--- config.mk ---
export PLATFORM = sky130hd
export DESIGN_NAME = mp3_frame_sync_duration_unit
export DESIGN_NICKNAME = d
export VERILOG_FILES = /design/src/hdl/mfsd_pkg.sv /design/src/hdl/mfsd_front.sv /design/src/hdl/mfsd_queue.sv /design/src/hdl/mfsd_back.sv /design/src/hdl/mp3_frame_sync_duration_unit.sv
export SDC_FILE = /design/constraint.sdc
export NUM_CORES = 1
export LEC_CHECK = 0
export ABC_CLOCK_PERIOD_IN_PS = 6900
export BUFFER_PORTS_ARGS = -buffer_cell sky130_fd_sc_hd__clkbuf_2
export CORE_ASPECT_RATIO = 0.9
export CORE_MARGIN = 5
export CORE_UTILIZATION = 55
export DETAILED_ROUTE_END_ITERATION = 16
export PLACE_DENSITY = 0.74
export SYNTH_ARGS = -nofsm -noshare
export SYNTH_HDL_FRONTEND = slang
export SYNTH_SLANG_ARGS = --single-unit
export TNS_END_PERCENT = 20
--- constraint.sdc ---
create_clock -name clk_i -period 6.9 [get_ports clk_i]
set_input_delay 0.69 -clock clk_i [delete_from_list [all_inputs] [get_ports clk_i]]
set_output_delay 0.69 -clock clk_i [all_outputs]
set_load 0.005 [all_outputs]
--- src/hdl/mfsd_pkg.sv ---
// ----------------------------------------------------------------------------
// mfsd_pkg
// Shared types, constants and the bitrate table for the frame sync block.
// ----------------------------------------------------------------------------
package mfsd_pkg;

  // width of byte position and file size arithmetic
  localparam int unsigned SIZE_BITS = 32;
  // remain / (kbps * 128) is done as (remain >> 7) / kbps
  localparam int unsigned BPS_SHIFT = 7;
  localparam int unsigned DIV_BITS  = SIZE_BITS - BPS_SHIFT;
  localparam int unsigned CNT_W     = $clog2(DIV_BITS + 1);
  localparam int unsigned KBPS_W    = 9;

  localparam int unsigned OFFSET_W = 32;
  localparam int unsigned BPS_W    = 16;
  localparam int unsigned DUR_W    = 21;
  localparam int unsigned STATUS_W = 2;
  localparam int unsigned OUT_TDATA_W = 72;

  localparam logic [7:0] SYNC_BYTE    = 8'hFF;
  localparam logic [7:0] SECOND_MASK  = 8'hFE;
  localparam logic [7:0] SECOND_MATCH = 8'hFA;

  typedef enum logic [STATUS_W-1:0] {
    STATUS_OK       = 2'd0,
    STATUS_NO_SYNC  = 2'd1,
    STATUS_BAD_RATE = 2'd2
  } status_e;

  // one classified event handed from front to back
  typedef struct packed {
    status_e              status;
    logic [SIZE_BITS-1:0] offset;
    logic [3:0]           rate_idx;
  } job_t;

  typedef enum logic [1:0] {
    BK_IDLE = 2'd0,
    BK_DIV  = 2'd1,
    BK_OUT  = 2'd2
  } back_state_e;

  // MPEG-1 layer III bitrates in kbps
  function automatic logic [KBPS_W-1:0] kbps_lookup(input logic [3:0] idx);
    logic [KBPS_W-1:0] r;
    case (idx)
      4'd1:    r = 9'd32;
      4'd2:    r = 9'd40;
      4'd3:    r = 9'd48;
      4'd4:    r = 9'd56;
      4'd5:    r = 9'd64;
      4'd6:    r = 9'd80;
      4'd7:    r = 9'd96;
      4'd8:    r = 9'd112;
      4'd9:    r = 9'd128;
      4'd10:   r = 9'd160;
      4'd11:   r = 9'd192;
      4'd12:   r = 9'd224;
      4'd13:   r = 9'd256;
      4'd14:   r = 9'd320;
      default: r = 9'd0;
    endcase
    return r;
  endfunction

endpackage

--- src/hdl/mfsd_front.sv ---
// ----------------------------------------------------------------------------
// mfsd_front
// Byte scanner: keeps the three-byte window and position, classifies events.
// ----------------------------------------------------------------------------
module mfsd_front (
  input  logic                  clk_i,
  input  logic                  rst_ni,
  input  logic                  accept_i,
  input  logic [7:0]            data_byte_i,
  input  logic                  first_of_file_i,
  input  logic                  last_of_file_i,
  output logic                  push_o,
  output mfsd_pkg::job_t        job_o
);

  logic [23:0]                     window_q, window_d;
  logic [mfsd_pkg::SIZE_BITS-1:0]  pos_q, pos_d;
  logic                            done_q, done_d;

  logic [23:0]                     win_eff;
  logic [mfsd_pkg::SIZE_BITS-1:0]  pos_eff;
  logic                            done_eff;
  logic                            hit;

  always_comb begin
    win_eff  = first_of_file_i ? 24'd0 : window_q;
    pos_eff  = first_of_file_i ? '0 : pos_q;
    done_eff = first_of_file_i ? 1'b0 : done_q;

    hit = (win_eff[23:16] == mfsd_pkg::SYNC_BYTE) &&
          ((win_eff[15:8] & mfsd_pkg::SECOND_MASK) == mfsd_pkg::SECOND_MATCH);

    window_d = window_q;
    pos_d    = pos_q;
    done_d   = done_q;
    push_o   = 1'b0;

    job_o.offset   = pos_eff - mfsd_pkg::SIZE_BITS'(3);
    job_o.rate_idx = win_eff[7:4];
    if (hit) begin
      if (win_eff[7:4] == 4'd0 || win_eff[7:4] == 4'hF) begin
        job_o.status = mfsd_pkg::STATUS_BAD_RATE;
      end else begin
        job_o.status = mfsd_pkg::STATUS_OK;
      end
    end else begin
      job_o.status = mfsd_pkg::STATUS_NO_SYNC;
    end

    if (accept_i) begin
      window_d = win_eff;
      pos_d    = pos_eff;
      done_d   = done_eff;
      if (!done_eff) begin
        window_d = {win_eff[15:0], data_byte_i};
        pos_d    = pos_eff + mfsd_pkg::SIZE_BITS'(1);
        if (hit || last_of_file_i) begin
          push_o = 1'b1;
          done_d = 1'b1;
        end
      end
    end
  end

  always_ff @(posedge clk_i or negedge rst_ni) begin
    if (!rst_ni) begin
      window_q <= '0;
      pos_q    <= '0;
      done_q   <= 1'b0;
    end else begin
      window_q <= window_d;
      pos_q    <= pos_d;
      done_q   <= done_d;
    end
  end

endmodule

--- src/hdl/mfsd_queue.sv ---
// ----------------------------------------------------------------------------
// mfsd_queue
// Two-entry event queue between scanner and divider.
// ----------------------------------------------------------------------------
module mfsd_queue (
  input  logic           clk_i,
  input  logic           rst_ni,
  input  logic           push_i,
  input  mfsd_pkg::job_t job_i,
  input  logic           pop_i,
  output mfsd_pkg::job_t job_o,
  output logic           full_o,
  output logic           empty_o
);

  mfsd_pkg::job_t slot_q [2];
  logic           wr_ptr_q, wr_ptr_d;
  logic           rd_ptr_q, rd_ptr_d;
  logic [1:0]     count_q, count_d;

  assign full_o  = (count_q == 2'd2);
  assign empty_o = (count_q == 2'd0);
  assign job_o   = slot_q[rd_ptr_q];

  always_comb begin
    wr_ptr_d = wr_ptr_q;
    rd_ptr_d = rd_ptr_q;
    count_d  = count_q;
    if (push_i && !full_o) begin
      wr_ptr_d = ~wr_ptr_q;
    end
    if (pop_i && !empty_o) begin
      rd_ptr_d = ~rd_ptr_q;
    end
    case ({push_i && !full_o, pop_i && !empty_o})
      2'b10:   count_d = count_q + 2'd1;
      2'b01:   count_d = count_q - 2'd1;
      default: count_d = count_q;
    endcase
  end

  always_ff @(posedge clk_i or negedge rst_ni) begin
    if (!rst_ni) begin
      wr_ptr_q <= 1'b0;
      rd_ptr_q <= 1'b0;
      count_q  <= 2'd0;
    end else begin
      wr_ptr_q <= wr_ptr_d;
      rd_ptr_q <= rd_ptr_d;
      count_q  <= count_d;
    end
  end

  always_ff @(posedge clk_i) begin
    if (push_i && !full_o) begin
      slot_q[wr_ptr_q] <= job_i;
    end
  end

endmodule

--- src/hdl/mfsd_back.sv ---
// ----------------------------------------------------------------------------
// mfsd_back
// Result builder: bitrate lookup, bit-serial duration divide, output register.
// ----------------------------------------------------------------------------
module mfsd_back (
  input  logic                           clk_i,
  input  logic                           rst_ni,
  input  logic [mfsd_pkg::SIZE_BITS-1:0] file_size_i,
  input  logic                           job_valid_i,
  input  mfsd_pkg::job_t                 job_i,
  output logic                           pop_o,
  output logic                           out_valid_o,
  input  logic                           out_ready_i,
  output mfsd_pkg::status_e              status_o,
  output logic [mfsd_pkg::OFFSET_W-1:0]  offset_o,
  output logic [mfsd_pkg::BPS_W-1:0]     bps_o,
  output logic [mfsd_pkg::DUR_W-1:0]     dur_o
);

  localparam int unsigned DB = mfsd_pkg::DIV_BITS;
  localparam int unsigned KW = mfsd_pkg::KBPS_W;

  mfsd_pkg::back_state_e state_q, state_d;

  logic [DB-1:0]               quo_q, quo_d;
  logic [KW-1:0]               rem_q, rem_d;
  logic [KW-1:0]               div_q, div_d;
  logic [mfsd_pkg::CNT_W-1:0]  cnt_q, cnt_d;

  // control decoded from state
  logic load_job, div_step, div_last;

  logic [KW-1:0]                  kbps;
  logic [mfsd_pkg::SIZE_BITS-1:0] remain;
  logic [KW:0]                    trial;
  logic                           q_bit;
  logic [DB+mfsd_pkg::DUR_W-1:0]  quo_ext;
  logic [mfsd_pkg::SIZE_BITS+mfsd_pkg::OFFSET_W-1:0] off_ext;

  assign kbps     = mfsd_pkg::kbps_lookup(job_i.rate_idx);
  assign remain   = (file_size_i >= job_i.offset) ? (file_size_i - job_i.offset) : '0;
  assign trial    = {rem_q, quo_q[DB-1]};
  assign q_bit    = (trial >= {1'b0, div_q});
  assign div_last = (cnt_q == mfsd_pkg::CNT_W'(DB - 1));

  // next state
  always_comb begin
    state_d = state_q;
    case (state_q)
      mfsd_pkg::BK_IDLE: begin
        if (job_valid_i) begin
          state_d = (job_i.status == mfsd_pkg::STATUS_OK) ? mfsd_pkg::BK_DIV
                                                          : mfsd_pkg::BK_OUT;
        end
      end
      mfsd_pkg::BK_DIV: begin
        if (div_last) begin
          state_d = mfsd_pkg::BK_OUT;
        end
      end
      mfsd_pkg::BK_OUT: begin
        if (out_ready_i) begin
          state_d = mfsd_pkg::BK_IDLE;
        end
      end
      default: state_d = mfsd_pkg::BK_IDLE;
    endcase
  end

  // state outputs
  always_comb begin
    load_job    = 1'b0;
    div_step    = 1'b0;
    out_valid_o = 1'b0;
    case (state_q)
      mfsd_pkg::BK_IDLE: load_job    = job_valid_i;
      mfsd_pkg::BK_DIV:  div_step    = 1'b1;
      mfsd_pkg::BK_OUT:  out_valid_o = 1'b1;
      default: ;
    endcase
  end

  assign pop_o = load_job;

  // divider datapath
  always_comb begin
    quo_d = quo_q;
    rem_d = rem_q;
    div_d = div_q;
    cnt_d = cnt_q;
    if (load_job) begin
      quo_d = remain[mfsd_pkg::SIZE_BITS-1:mfsd_pkg::BPS_SHIFT];
      rem_d = '0;
      div_d = kbps;
      cnt_d = '0;
    end else if (div_step) begin
      rem_d = q_bit ? KW'(trial - {1'b0, div_q}) : trial[KW-1:0];
      quo_d = {quo_q[DB-2:0], q_bit};
      cnt_d = cnt_q + mfsd_pkg::CNT_W'(1);
    end
  end

  // final quotient includes the bit produced by the last step
  assign quo_ext = {{mfsd_pkg::DUR_W{1'b0}}, quo_d};
  assign off_ext = {{mfsd_pkg::OFFSET_W{1'b0}}, job_i.offset};

  always_ff @(posedge clk_i or negedge rst_ni) begin
    if (!rst_ni) begin
      state_q <= mfsd_pkg::BK_IDLE;
      cnt_q   <= '0;
    end else begin
      state_q <= state_d;
      cnt_q   <= cnt_d;
    end
  end

  always_ff @(posedge clk_i) begin
    quo_q <= quo_d;
    rem_q <= rem_d;
    div_q <= div_d;
    if (load_job) begin
      status_o <= job_i.status;
      offset_o <= (job_i.status == mfsd_pkg::STATUS_NO_SYNC) ? '0
                                                             : off_ext[mfsd_pkg::OFFSET_W-1:0];
      bps_o    <= (job_i.status == mfsd_pkg::STATUS_OK)
                  ? mfsd_pkg::BPS_W'({kbps, {mfsd_pkg::BPS_SHIFT{1'b0}}}) : '0;
      dur_o    <= '0;
    end else if (div_step && div_last) begin
      dur_o <= quo_ext[mfsd_pkg::DUR_W-1:0] + mfsd_pkg::DUR_W'(1);
    end
  end

  // quotient of (remain >> 7) / kbps needs a nonzero divisor
  a_div_nonzero: assert property (@(posedge clk_i) disable iff (!rst_ni)
    state_q == mfsd_pkg::BK_DIV |-> div_q != '0)
    else $error("divide with zero divisor");

  // partial remainder stays below divisor
  a_rem_bound: assert property (@(posedge clk_i) disable iff (!rst_ni)
    state_q == mfsd_pkg::BK_DIV |-> rem_q < div_q)
    else $error("partial remainder out of range");

  // divide runs exactly DIV_BITS steps before presenting a result
  a_div_len: assert property (@(posedge clk_i) disable iff (!rst_ni)
    (state_q == mfsd_pkg::BK_DIV && div_last) |=> state_q == mfsd_pkg::BK_OUT)
    else $error("divide did not finish on count");

  // result held stable while stalled
  a_out_hold: assert property (@(posedge clk_i) disable iff (!rst_ni)
    (out_valid_o && !out_ready_i) |=> out_valid_o && $stable(dur_o) && $stable(offset_o))
    else $error("result changed under stall");

endmodule

--- src/hdl/mp3_frame_sync_duration_unit.sv ---
// ----------------------------------------------------------------------------
// mp3_frame_sync_duration_unit
// Finds the first frame header in a byte stream, reports bitrate and duration.
// ----------------------------------------------------------------------------
// Throughput: one byte word per cycle; s_axis_tready drops only while the
//   two-entry event queue is full, i.e. when events back up behind the divider or the sink.
// Result path: a header result goes through the event queue, the bitrate lookup
//   and the one-bit-per-cycle divider before its output register;
//   no-sync and bad-rate results skip the divider.
// Reset: async active low; clears window, position, queue and divider FSM.
module mp3_frame_sync_duration_unit (
  input  logic        clk_i,
  input  logic        rst_ni,
  // file_size register write
  input  logic        cfg_valid_i,
  output logic        cfg_ready_o,
  input  logic [31:0] cfg_data_i,
  // byte stream in
  input  logic        s_axis_tvalid,
  output logic        s_axis_tready,
  input  logic [7:0]  s_axis_tdata,   // [7:0] data_byte
  input  logic [0:0]  s_axis_tuser,   // [0] first_of_file
  input  logic        s_axis_tlast,   // last_of_file
  // result out
  output logic        m_axis_tvalid,
  input  logic        m_axis_tready,
  output logic [71:0] m_axis_tdata,   // [31:0] header_offset, [47:32] bytes_per_second,
                                      // [68:48] duration_seconds, [71:69] zero
  output logic [1:0]  m_axis_tuser    // [1:0] status
);

  logic [31:0]                    file_size_q;
  logic [mfsd_pkg::SIZE_BITS+31:0] fs_ext;
  logic [mfsd_pkg::SIZE_BITS-1:0] file_size;

  logic                           in_accept;
  logic                           push;
  mfsd_pkg::job_t                 front_job;
  mfsd_pkg::job_t                 queue_job;
  logic                           q_full, q_empty, pop;

  mfsd_pkg::status_e              status;
  logic [mfsd_pkg::OFFSET_W-1:0]  offset;
  logic [mfsd_pkg::BPS_W-1:0]     bps;
  logic [mfsd_pkg::DUR_W-1:0]     dur;

  // register is to be written only while idle; the block does not enforce this, so it is always ready
  assign cfg_ready_o = 1'b1;

  always_ff @(posedge clk_i or negedge rst_ni) begin
    if (!rst_ni) begin
      file_size_q <= '0;
    end else if (cfg_valid_i) begin
      file_size_q <= cfg_data_i;
    end
  end

  // low SIZE_BITS of the file size, zero extended when wider than 32
  assign fs_ext    = {{mfsd_pkg::SIZE_BITS{1'b0}}, file_size_q};
  assign file_size = fs_ext[mfsd_pkg::SIZE_BITS-1:0];

  // front stalls only when the event queue is full
  assign s_axis_tready = !q_full;
  assign in_accept     = s_axis_tvalid && s_axis_tready;

  mfsd_front u_front (
    .clk_i           (clk_i),
    .rst_ni          (rst_ni),
    .accept_i        (in_accept),
    .data_byte_i     (s_axis_tdata),
    .first_of_file_i (s_axis_tuser[0]),
    .last_of_file_i  (s_axis_tlast),
    .push_o          (push),
    .job_o           (front_job)
  );

  mfsd_queue u_queue (
    .clk_i   (clk_i),
    .rst_ni  (rst_ni),
    .push_i  (push),
    .job_i   (front_job),
    .pop_i   (pop),
    .job_o   (queue_job),
    .full_o  (q_full),
    .empty_o (q_empty)
  );

  mfsd_back u_back (
    .clk_i       (clk_i),
    .rst_ni      (rst_ni),
    .file_size_i (file_size),
    .job_valid_i (!q_empty),
    .job_i       (queue_job),
    .pop_o       (pop),
    .out_valid_o (m_axis_tvalid),
    .out_ready_i (m_axis_tready),
    .status_o    (status),
    .offset_o    (offset),
    .bps_o       (bps),
    .dur_o       (dur)
  );

  assign m_axis_tdata = {3'b000, dur, bps, offset};
  assign m_axis_tuser = status;

endmodule
After elaboration in Yosys (flattened, before gate mapping). Memory sizes are Yosys's and may differ from the RTL's. Index checks and enable logic that the tools add are counted.

Memories: 2. Latch bits: 0. Word-level logic and storage cells: 89. Memory bits (writable): 76. Flip-flop bits (word level): 214. Input port bits: 47. Output and inout bits: 77. Bits in read-only memories: 96.

Div/mod/pow operators: 0. Shift operators: 0. Reduce and logical (&&, ||, !) cells: 16. Equality and inequality tests: 13. $add $sub $neg: 8. Multipliers: 0. Order comparisons: 2. Muxes and demuxes: 28. Bitwise logic cells: 2.

Memory list: (no name shown) (words 16, bits a word 6, read ports 1, clocked after memory_dff 0, write ports 0, RTL line mfsd_pkg.sv:47) `case (idx)`; u_queue.slot_q (words 2, bits a word 38, read ports 1, clocked after memory_dff 0, write ports 1, RTL line mfsd_queue.sv:16) `mfsd_pkg::job_t slot_q [2];`.

Operators with widths (number): $mux 32 (3); $mux 25 (2); $mux 24 (2); $add 32x1->32 const B (1); $ge 32x32->1 (1); $sub 32x2->32 const B (1); $sub 32x32->32 (1); $add 21x1->21 const B (1); $mux 2 (6); $ge 10x9->1 (1); $mux 1 (10); $mux 5 (2); $mux 9 (1); $sub 9x9->9 (1); $eq 8x8->1 const B (1); $eq 7x7->1 const B (1); $eq 2x1->1 const B (3); $eq 2x2->1 const B (3); $logic_not 2->1 (3); $pmux 2 s3 (1); $add 5x1->5 const B (1); $eq 5x5->1 const B (1); $logic_and 1x1->1 (5); $eq 4x4->1 const B (1); other kinds (11) (16).

Longest topological paths before layout. Gate-level depths: netlist (run 1).

Depth after elaboration: 10. Mapped depth: 19. Depth with buffers taken out: 16.

Modules after synthesis. From an unflattened synthesis (run 1), not the netlist that was laid out.

Cells, all modules: 1379. Area, all modules: 14767.9 sq um.

By module, submodules not included: mfsd_back (cells each 760, instances 1, area an instance 6762.7 sq um, sequential area each 2697.6 sq um); mfsd_front (cells each 406, instances 1, area an instance 3626.0 sq um, sequential area each 1426.4 sq um); mfsd_queue (cells each 136, instances 1, area an instance 2982.9 sq um, sequential area each 2382.3 sq um); mp3_frame_sync_duration_unit (cells each 77, instances 1, area an instance 1396.3 sq um, sequential area each 800.8 sq um).

Least setup slack after synthesis (run 1). No wires, ideal clock.

Path kind: register to register. Start: register u_queue.rd_ptr_q. End: register u_back.dur_o[20] (netlist name). Setup time: 0.070 ns. Path buffers: 3. Slack: 2.510 ns. Data required time: 6.830 ns. Cell stages (with the launch flop): 20. Period minus slack after synthesis: 4.390 ns. Arrival time: 4.320 ns. Path through: dfrtp_1 -> buf_1 -> buf_1 -> mux2i_1 -> ha_1 -> buf_2 -> nand2_2 -> o31ai_2 -> nand3_1 -> nor3_2 -> o21ai_2 -> a21oi_4 -> a222oi_1 -> inv_1 -> ha_1 -> nor3b_1 -> nor3b_4 -> nand4b_1 -> xor2_1 -> a21oi_1.

Word-level cells in the longest chain between the ends: 5. Elaborated cells on any way between the ends: 6. Those cells by class: add/sub (2); order compare (1); mux (2); memory (1).

Ends and longest elaborated chain: start: declaration (RTL line mfsd_queue.sv:18) `logic rd_ptr_q, rd_ptr_d;`; start signal: assignment (RTL line mfsd_queue.sv:49) `rd_ptr_q <= rd_ptr_d;`; $mem_v2 2x38 (*); $sub 32x32->32 / $ge 32x32->1 (equally long branches) (RTL line mfsd_back.sv:41) `assign remain = (file_size_i >= job_i.offset) ? (file_size_i - job_i.offset) : '0;`; $mux 32 (*) (RTL line mfsd_back.sv:41); $mux 25 (*) (RTL line mfsd_back.sv:91) `if (load_job) begin`; named net u_back.quo_d[0] (RTL line mfsd_back.sv:25) `logic [DB-1:0] quo_q, quo_d;`; $add 21x1->21 (*) (RTL line mfsd_back.sv:129) `dur_o <= quo_ext[mfsd_pkg::DUR_W-1:0] + mfsd_pkg::DUR_W'(1);`; end signal: assignment (RTL line mfsd_back.sv:129); end: declaration (RTL line mfsd_back.sv:17) `output logic [mfsd_pkg::DUR_W-1:0] dur_o`.

The timed path passes the listed nets; every way through them passes the cells marked *. A chain may end at the register's enable or synchronous reset.

Worst setup path in the final report (run 1). Ends and elaborated chain as after synthesis.

==> flow_summary.json, run 1 <==
{
  "hpwl_um": 24090,
  "p_int_mw": 4.217,
  "crit_type": "reg2reg",
  "gp_congestion": 0.9188,
  "max-cap-violations": 0,
  "synth_cell_types": 86,
  "final_nets": 1567,
  "critPathRequiredTime_ns": 7.38,
  "chipHeight_um": 162.7,
  "total_leakage_power_nw": 6.345,
  "synth_area_leaders": "edfxtp_1 27%, dfrtp_1 18%, dfxtp_1 7.2%",
  "antenna_found_initial": 0,
  "final_cells": 1837,
  "critPathArrivalTime_ns": 5.58,
  "total_power_mw": 6.867,
  "ys_ff_latch": 277,
  "status": "finished, final reports clean",
  "async_reset_ff_frac": 0.3610,
  "cts_tree": "done",
  "crit_fanout": 40,
  "grt_pass1_vias": 10180,
  "cts_resized": 0,
  "drt-pass1-iter-count": 5,
  "synth_common_cells": "179 x nand2_1, 126 x edfxtp_1, 125 x nor2_1, 100 x dfrtp_1, 94 x a21oi_1",
  "routedWlPerCell_um": 18.04,
  "end_kind": "flip-flop",
  "overflow": 0,
  "drt_iter0_markers": 807,
  "num_antenna_cells": 0,
  "yosys.area.top_type_share": 0.2656,
  "relSlewSlack": 0.2314,
  "drc": 0,
  "p_switching_mw": 2.650,
  "p_comb_frac": 0.394,
  "swShare": 0.3859,
  "slew_viol_final": 0,
  "port_buffers": 109,
  "cts.sinks": 277,
  "fmax_mhz": 196.0,
  "p_per_area_nw_per_um2": 430.7,
  "setup_viol": 0,
  "num_vias": 10470,
  "cts_root_buffer": "clkbuf_16",
  "finalCritPeriodShare": 0.7396,
  "synth-edff-count": 126,
  "num_io_pins": 124,
  "final.min_clock_period_ns": 5.103,
  "avgSynthCellArea_um2": 10.21,
  "ant_nets": 0,
  "power_frac_clock": 0.232,
  "wl_um": 33140,
  "ir_drop_mv": 0.2263,
  "syn_to_final_growth_pct": 11.94,
  "dieArea_um2": 29220,
  "finalHoldViolations": 0,
  "via_per_inst": 5.698,
  "die_width_um": 179.6,
  "fp-row-count": 55,
  "synth_ff_type": "edfxtp_1",
  "layout-drive-gt1-share": 0.1652,
  "finClkSkew_ns": 0.01186,
  "synth_top_cell_by_area": "edfxtp_1",
  "post-cts-setup-buffer-count": 0,
  "worst_pin_slew_ns": 1.153,
  "dp.cells": 1783,
  "synth.most_common_cell": "nand2_1",
  "cts_hold_buf": 0,
  "max-clock-path-buffers": 3,
  "grt_first_pass_wirelength_um": 54110,
  "yosys_warnings": 0,
  "cts_made_buffers": 29,
  "hold_path_class": "in2async",
  "syn_inst": 1395,
  "start_kind": "flip-flop",
  "grtUsageTotal": 0.2246,
  "syn_area_um2": 14240,
  "start_util": 0.5625,
  "n_fill_cell": 2087,
  "h-tree-depth": 1,
  "setup_tns_ns": 0,
  "seq_area_um2": 7308,
  "path_clk_slew_ns": 0.06,
  "grt_max_degree": 54,
  "rsz0062_at_grt": "no",
  "yosysSeqAreaShare": 0.5130,
  "core_um2": 25320,
  "p_seq_frac": 0.374,
  "clk_latency_ns": 0.55,
  "multi_input_area_um2": 6494
}
==> worst max-delay path, stage by stage (launching register included) <==
cell	delay, ns
dfrtp_2	1.11
mux2i_1	0.23
ha_1	0.53
a21oi_1	0.13
o21ai_1	0.17
a211oi_1	0.14
o31ai_4	0.42
inv_1	0.17
a21oi_4	0.23
a222oi_1	0.19
inv_1	0.17
ha_1	0.19
nor3b_1	0.44
nor3b_4	0.38
nand4b_1	0.17
xor2_1	0.18
a21oi_1	0.14
==> layout by cell type (no fill, tap or decap), drive strengths merged, types with 7 or more instances in the layout <==
cell and n:
a211oi 15, a21oi 96, a22o 8, and3 16, buf 10, clkbuf 144
clkinv 9, conb 14, dfrtp 100, dfxtp 51, edfxtp 126, ha 47
inv 35, mux2 37, mux2i 34, nand2 182, nand2b 9, nand3 46
nand4 22, nor2 126, nor2b 21, nor3 32, nor3b 9, o211ai 12
o21a 12, o21ai 83, o22ai 7, o31ai 14, or3 20, xnor2 43
xor2 36
==> sequential cells by signal, indices dropped and copies added (netlist names) <==
register          count
file_size            32
u_back.bps_o          6
u_back.cnt_q          5
u_back.div_q          6
u_back.dur_o         21
u_back.offset_o      32
u_back.quo_q         25
u_back.rem_q          9
u_back.state_q        2
u_back.status_o       2
u_front.done_q        1
u_front.pos_q        32
u_front.window_q     24
u_queue.count_q       2
u_queue.rd_ptr_q      1
u_queue.slot_q       76
u_queue.wr_ptr_q      1
==> cells by family after synthesis <==
group / Yosys count / synth area share
AO/OA/AOI/OAI: 295 / 0.1370
flip-flops: 277 / 0.5130
other: 2 / 0.0005273
buffers and inverters: 118 / 0.03549
adder cells (fa/ha/maj): 48 / 0.04269
multiplexers: 71 / 0.05315
AND/OR/NAND/NOR: 505 / 0.1695
XOR/XNOR: 79 / 0.04858
==> area by class of cell <==
type / instances / share of cell area
Timing Repair Buffer: 118 / 0.03861
Inverter: 34 / 0.008004
Clock buffer: 36 / 0.04716
Sequential cell: 277 / 0.4584
Tap cell: 342 / 0.02684
Multi-Input combinational cell: 1012 / 0.4073
Clock inverter: 18 / 0.01373
==> worst paths after layout <==
check | startpoint | end | slack [ns] | cells past startpoint
worst max-delay path | u_queue.rd_ptr_q$_DFFE_PN0P_ | u_back.dur_o[20]$_SDFFE_PP0P_ | 1.80 | 16
min in group clk_i | s_axis_tdata[1] | u_front.window_q[1]$_DFFE_PN0P_ | 0.34 | 3
worst max register to register | u_queue.rd_ptr_q$_DFFE_PN0P_ | u_back.dur_o[20]$_SDFFE_PP0P_ | 1.80 | 16
worst min register to register | u_back.dur_o[3]$_SDFFE_PP0P_ | u_back.dur_o[3]$_SDFFE_PP0P_ | 0.46 | 2
worst min-delay path | rst_ni | u_front.window_q[6]$_DFFE_PN0P_ | 0.15 | 1
max in group asynchronous | rst_ni | u_queue.rd_ptr_q$_DFFE_PN0P_ | 5.55 | 2
==> power by group through the flow <==
| stage | sequential [mW] | clock (mW) | combinational [mW] |
|---|---|---|---|
| 2_1_floorplan | 2.46 | 0 | 2.02 |
| 3_3_place_gp | 2.59 | 0 | 2.65 |
| 3_5_place_dp | 2.59 | 0 | 2.68 |
| 4_1_cts | 2.57 | 1.62 | 2.70 |
| 5_1_grt | 2.62 | 1.69 | 3.00 |
| 6_report | 2.57 | 1.59 | 2.71 |
==> metal layers <==
| metal | track usage | wire length (µm) |
|---|---|---|
| met4 | 0.04778 | 660 |
| met5 | 0 | 0 |
| met3 | 0.03640 | 1813 |
| met1 | 0.3139 | 14910 |
| met2 | 0.3748 | 15760 |
==> per-stage QoR <==
step / instance area, µm² / worst slack (ns) / hold slack [ns] / utilization
final: 15940 / 1.797 / 0.1493 / 0.6296
after CTS: 15940 / 1.841 / 0.1628 / 0.6296
after detailed placement: 14970 / 1.903 / 0.4505 / 0.5913
after global routing: 15940 / 1.387 / 0.1898 / 0.6296
after floorplan: 14290 / 2.510 / 0.3944 / -
after global placement: 14970 / 2.134 / 0.4413 / 0.5913
Power figures use the tool's default switching activity.
==> inputs of run 2 (changes only) <==
--- a/config.mk
+++ b/config.mk
@@ -5,13 +5,13 @@
 export SDC_FILE = /design/constraint.sdc
 export NUM_CORES = 1
 export LEC_CHECK = 0
-export ABC_CLOCK_PERIOD_IN_PS = 6900
+export ABC_CLOCK_PERIOD_IN_PS = 4460
 export BUFFER_PORTS_ARGS = -buffer_cell sky130_fd_sc_hd__clkbuf_2
 export CORE_ASPECT_RATIO = 0.9
 export CORE_MARGIN = 5
-export CORE_UTILIZATION = 55
+export CORE_UTILIZATION = 54
 export DETAILED_ROUTE_END_ITERATION = 16
-export PLACE_DENSITY = 0.74
+export PLACE_DENSITY = 0.76
 export SYNTH_ARGS = -nofsm -noshare
 export SYNTH_HDL_FRONTEND = slang
 export SYNTH_SLANG_ARGS = --single-unit
==> constraint.sdc (replaced) <==
create_clock -name clk_i -period 4.46 [get_ports clk_i]
set_input_delay 0.446 -clock clk_i [delete_from_list [all_inputs] [get_ports clk_i]]
set_output_delay 0.446 -clock clk_i [all_outputs]
set_load 0.005 [all_outputs]
==> flow_summary.json, run 2 (synthesized netlist as in run 1, its figures left out) <==
{
  "finalCritPeriodShare": 0.9255,
  "syn_to_final_growth_pct": 13.90,
  "grt_max_degree": 63,
  "total_leakage_power_nw": 6.477,
  "fmax_mhz": 242.3,
  "largest_register": "u_queue.slot_q",
  "core_um2": 26070,
  "cts_tree": "done",
  "setup_tns_ns": 0,
  "whs_ns": 0.08703,
  "setup_viol": 0,
  "grt_pass1_vias": 10290,
  "layout_commonest_cell": "nand2_1",
  "crit_fanout": 28,
  "fp-row-count": 56,
  "ir_drop_mv": 0.3599,
  "relSlewSlack": 0.3699,
  "slew_viol_final": 0,
  "start_util": 0.5465,
  "drt-pass1-iter-count": 5,
  "reg2reg_slack_ns": 0.33,
  "hold_path_class": "in2reg",
  "worst_pin_slew_ns": 0.9353,
  "cpMostUsedCell": "ha_1",
  "overflow": 0,
  "port_buffers": 109,
  "finClkSkew_ns": 0.01271,
  "critPathArrivalTime_ns": 4.58,
  "drt_iter0_markers": 841,
  "crit_type": "reg2reg",
  "layout-drive-gt1-share": 0.1838,
  "cts_made_buffers": 29,
  "wl_um": 33360,
  "critPathRequiredTime_ns": 4.91,
  "finalHoldViolations": 0,
  "path_clk_slew_ns": 0.06,
  "max-cap-violations": 0,
  "die_width_um": 181.2,
  "routedWlPerCell_um": 17.88,
  "via_per_inst": 5.701,
  "critPathSlowestCell": "mux2i_1",
  "chipHeight_um": 164.1,
  "dieArea_um2": 29730,
  "ant_nets": 0,
  "gp_congestion": 0.9304,
  "rr_startpoint": "u_queue.rd_ptr_q$_DFFE_PN0P_",
  "cts_root_buffer": "clkbuf_16",
  "clk_latency_ns": 0.55,
  "grt_first_pass_wirelength_um": 54380,
  "num_vias": 10640,
  "setup.worst_path.start": "u_queue.rd_ptr_q$_DFFE_PN0P_",
  "cts.sinks": 277,
  "drc": 0,
  "num_antenna_cells": 0,
  "start_kind": "flip-flop",
  "h-tree-depth": 1,
  "largest_register_ffs": 76,
  "p_per_area_nw_per_um2": 672.3,
  "num_io_pins": 124,
  "crit_chain": "buf_12 -> mux2i_1 -> ha_1 -> a21oi_1 -> o22a_1 -> nand3_1 -> o21ai_4 -> a21oi_4 -> a222oi_1 -> inv_1 -> ha_1 -> nor3b_1 -> buf_4 -> nand2b_1 -> nor2_1 -> xnor2_1 -> a211oi_1",
  "final.min_clock_period_ns": 4.128,
  "grtUsageTotal": 0.2232,
  "max-clock-path-buffers": 3,
  "slowest_delay_ns": 0.41,
  "antenna_found_initial": 0,
  "hpwl_um": 23900,
  "crit_path_end": "u_back.dur_o[10]$_SDFFE_PP0P_",
  "rsz0062_at_grt": "no",
  "end_kind": "flip-flop",
  "r2r-end": "u_back.dur_o[10]$_SDFFE_PP0P_",
  "final_cell_mix": "179 x nand2_1, 126 x edfxtp_1, 123 x nor2_1, 108 x clkbuf_2, 99 x dfrtp_1",
  "final_nets": 1590,
  "reg2regPathDepth": 17,
  "status": "finished, final reports clean"
}
==> run 2: per-layer routing <==
metal | track usage | vias up | wire length [µm]
met5 | 0 | - | 0
met4 | 0.05730 | 0 | 925
met3 | 0.02945 | 61 | 1573
met2 | 0.3727 | 315 | 16110
met1 | 0.3124 | 5085 | 14750
li1 | - | 5177 | -
==> run 2: worst max-delay path: cells and delay by family (launching register included) <==
family	cells	cell delay (ns)
AOI/OAI and AO/OA	6	1.44
and+or+nand+nor	4	0.53
buffers and inverters	3	0.50
adders and majority gates	2	0.63
xor gates and xnor gates	1	0.11
muxes	1	0.41
DFF	1	0.38
==> run 2: final cells by class <==
cell class	instances	area [µm²]
Sequential cell	277	7308
Inverter	34	127.6
Tap cell	348	435.4
Multi-Input combinational cell	1012	6516
Fill cell	2141	9842
Clock buffer	30	729.5
Timing Repair Buffer	141	815.8
Clock inverter	24	290.3
==> run 2: power breakdown <==
group | internal (mW) | switching [mW]
logic | 1.66 | 2.79
registers | 3.49 | 0.395
clock network | 1.54 | 1.03
total | 6.70 | 4.21
==> run 2: how the worst min path moves through the flow <==
stage,start,slack (ns),cells past startpoint,end
final,s_axis_tdata[1],0.09,3,u_front.window_q[1]$_DFFE_PN0P_
after global routing,s_axis_tdata[6],0.09,3,u_front.window_q[6]$_DFFE_PN0P_
after CTS,s_axis_tdata[4],0.07,3,u_front.window_q[4]$_DFFE_PN0P_
after detailed placement,u_back.dur_o[7]$_SDFFE_PP0P_,0.45,2,u_back.dur_o[7]$_SDFFE_PP0P_
after global placement,u_back.rem_q[8]$_SDFFE_PP0P_,0.44,2,u_back.rem_q[8]$_SDFFE_PP0P_
after floorplan,rst_ni,0.15,0,file_size[0]$_DFFE_PN0P_
==> run 2: repair_timing <==
item                                    CTS  global route
hold endpoints to repair                  5             0
hold buffers                              1             0
gates resized for setup                   0             4
buffers inserted                          0             1
endpoints found under the setup margin    0             5
==> run 2: metrics by stage <==
step | worst slack, ns | power [mW] | util | cells | instance area, µm²
global placement | 0.2695 | 8.203 | 0.5817 | 1810 | 15160
detailed placement | 0.2576 | 8.305 | 0.5817 | 1810 | 15160
floorplan | 0.07049 | 6.931 | - | 1407 | 14290
CTS | 0.2679 | 10.90 | 0.6213 | 1865 | 16190
global route | 0.05499 | 11.57 | 0.6224 | 1866 | 16220
finish | 0.3324 | 10.91 | 0.6224 | 1866 | 16220
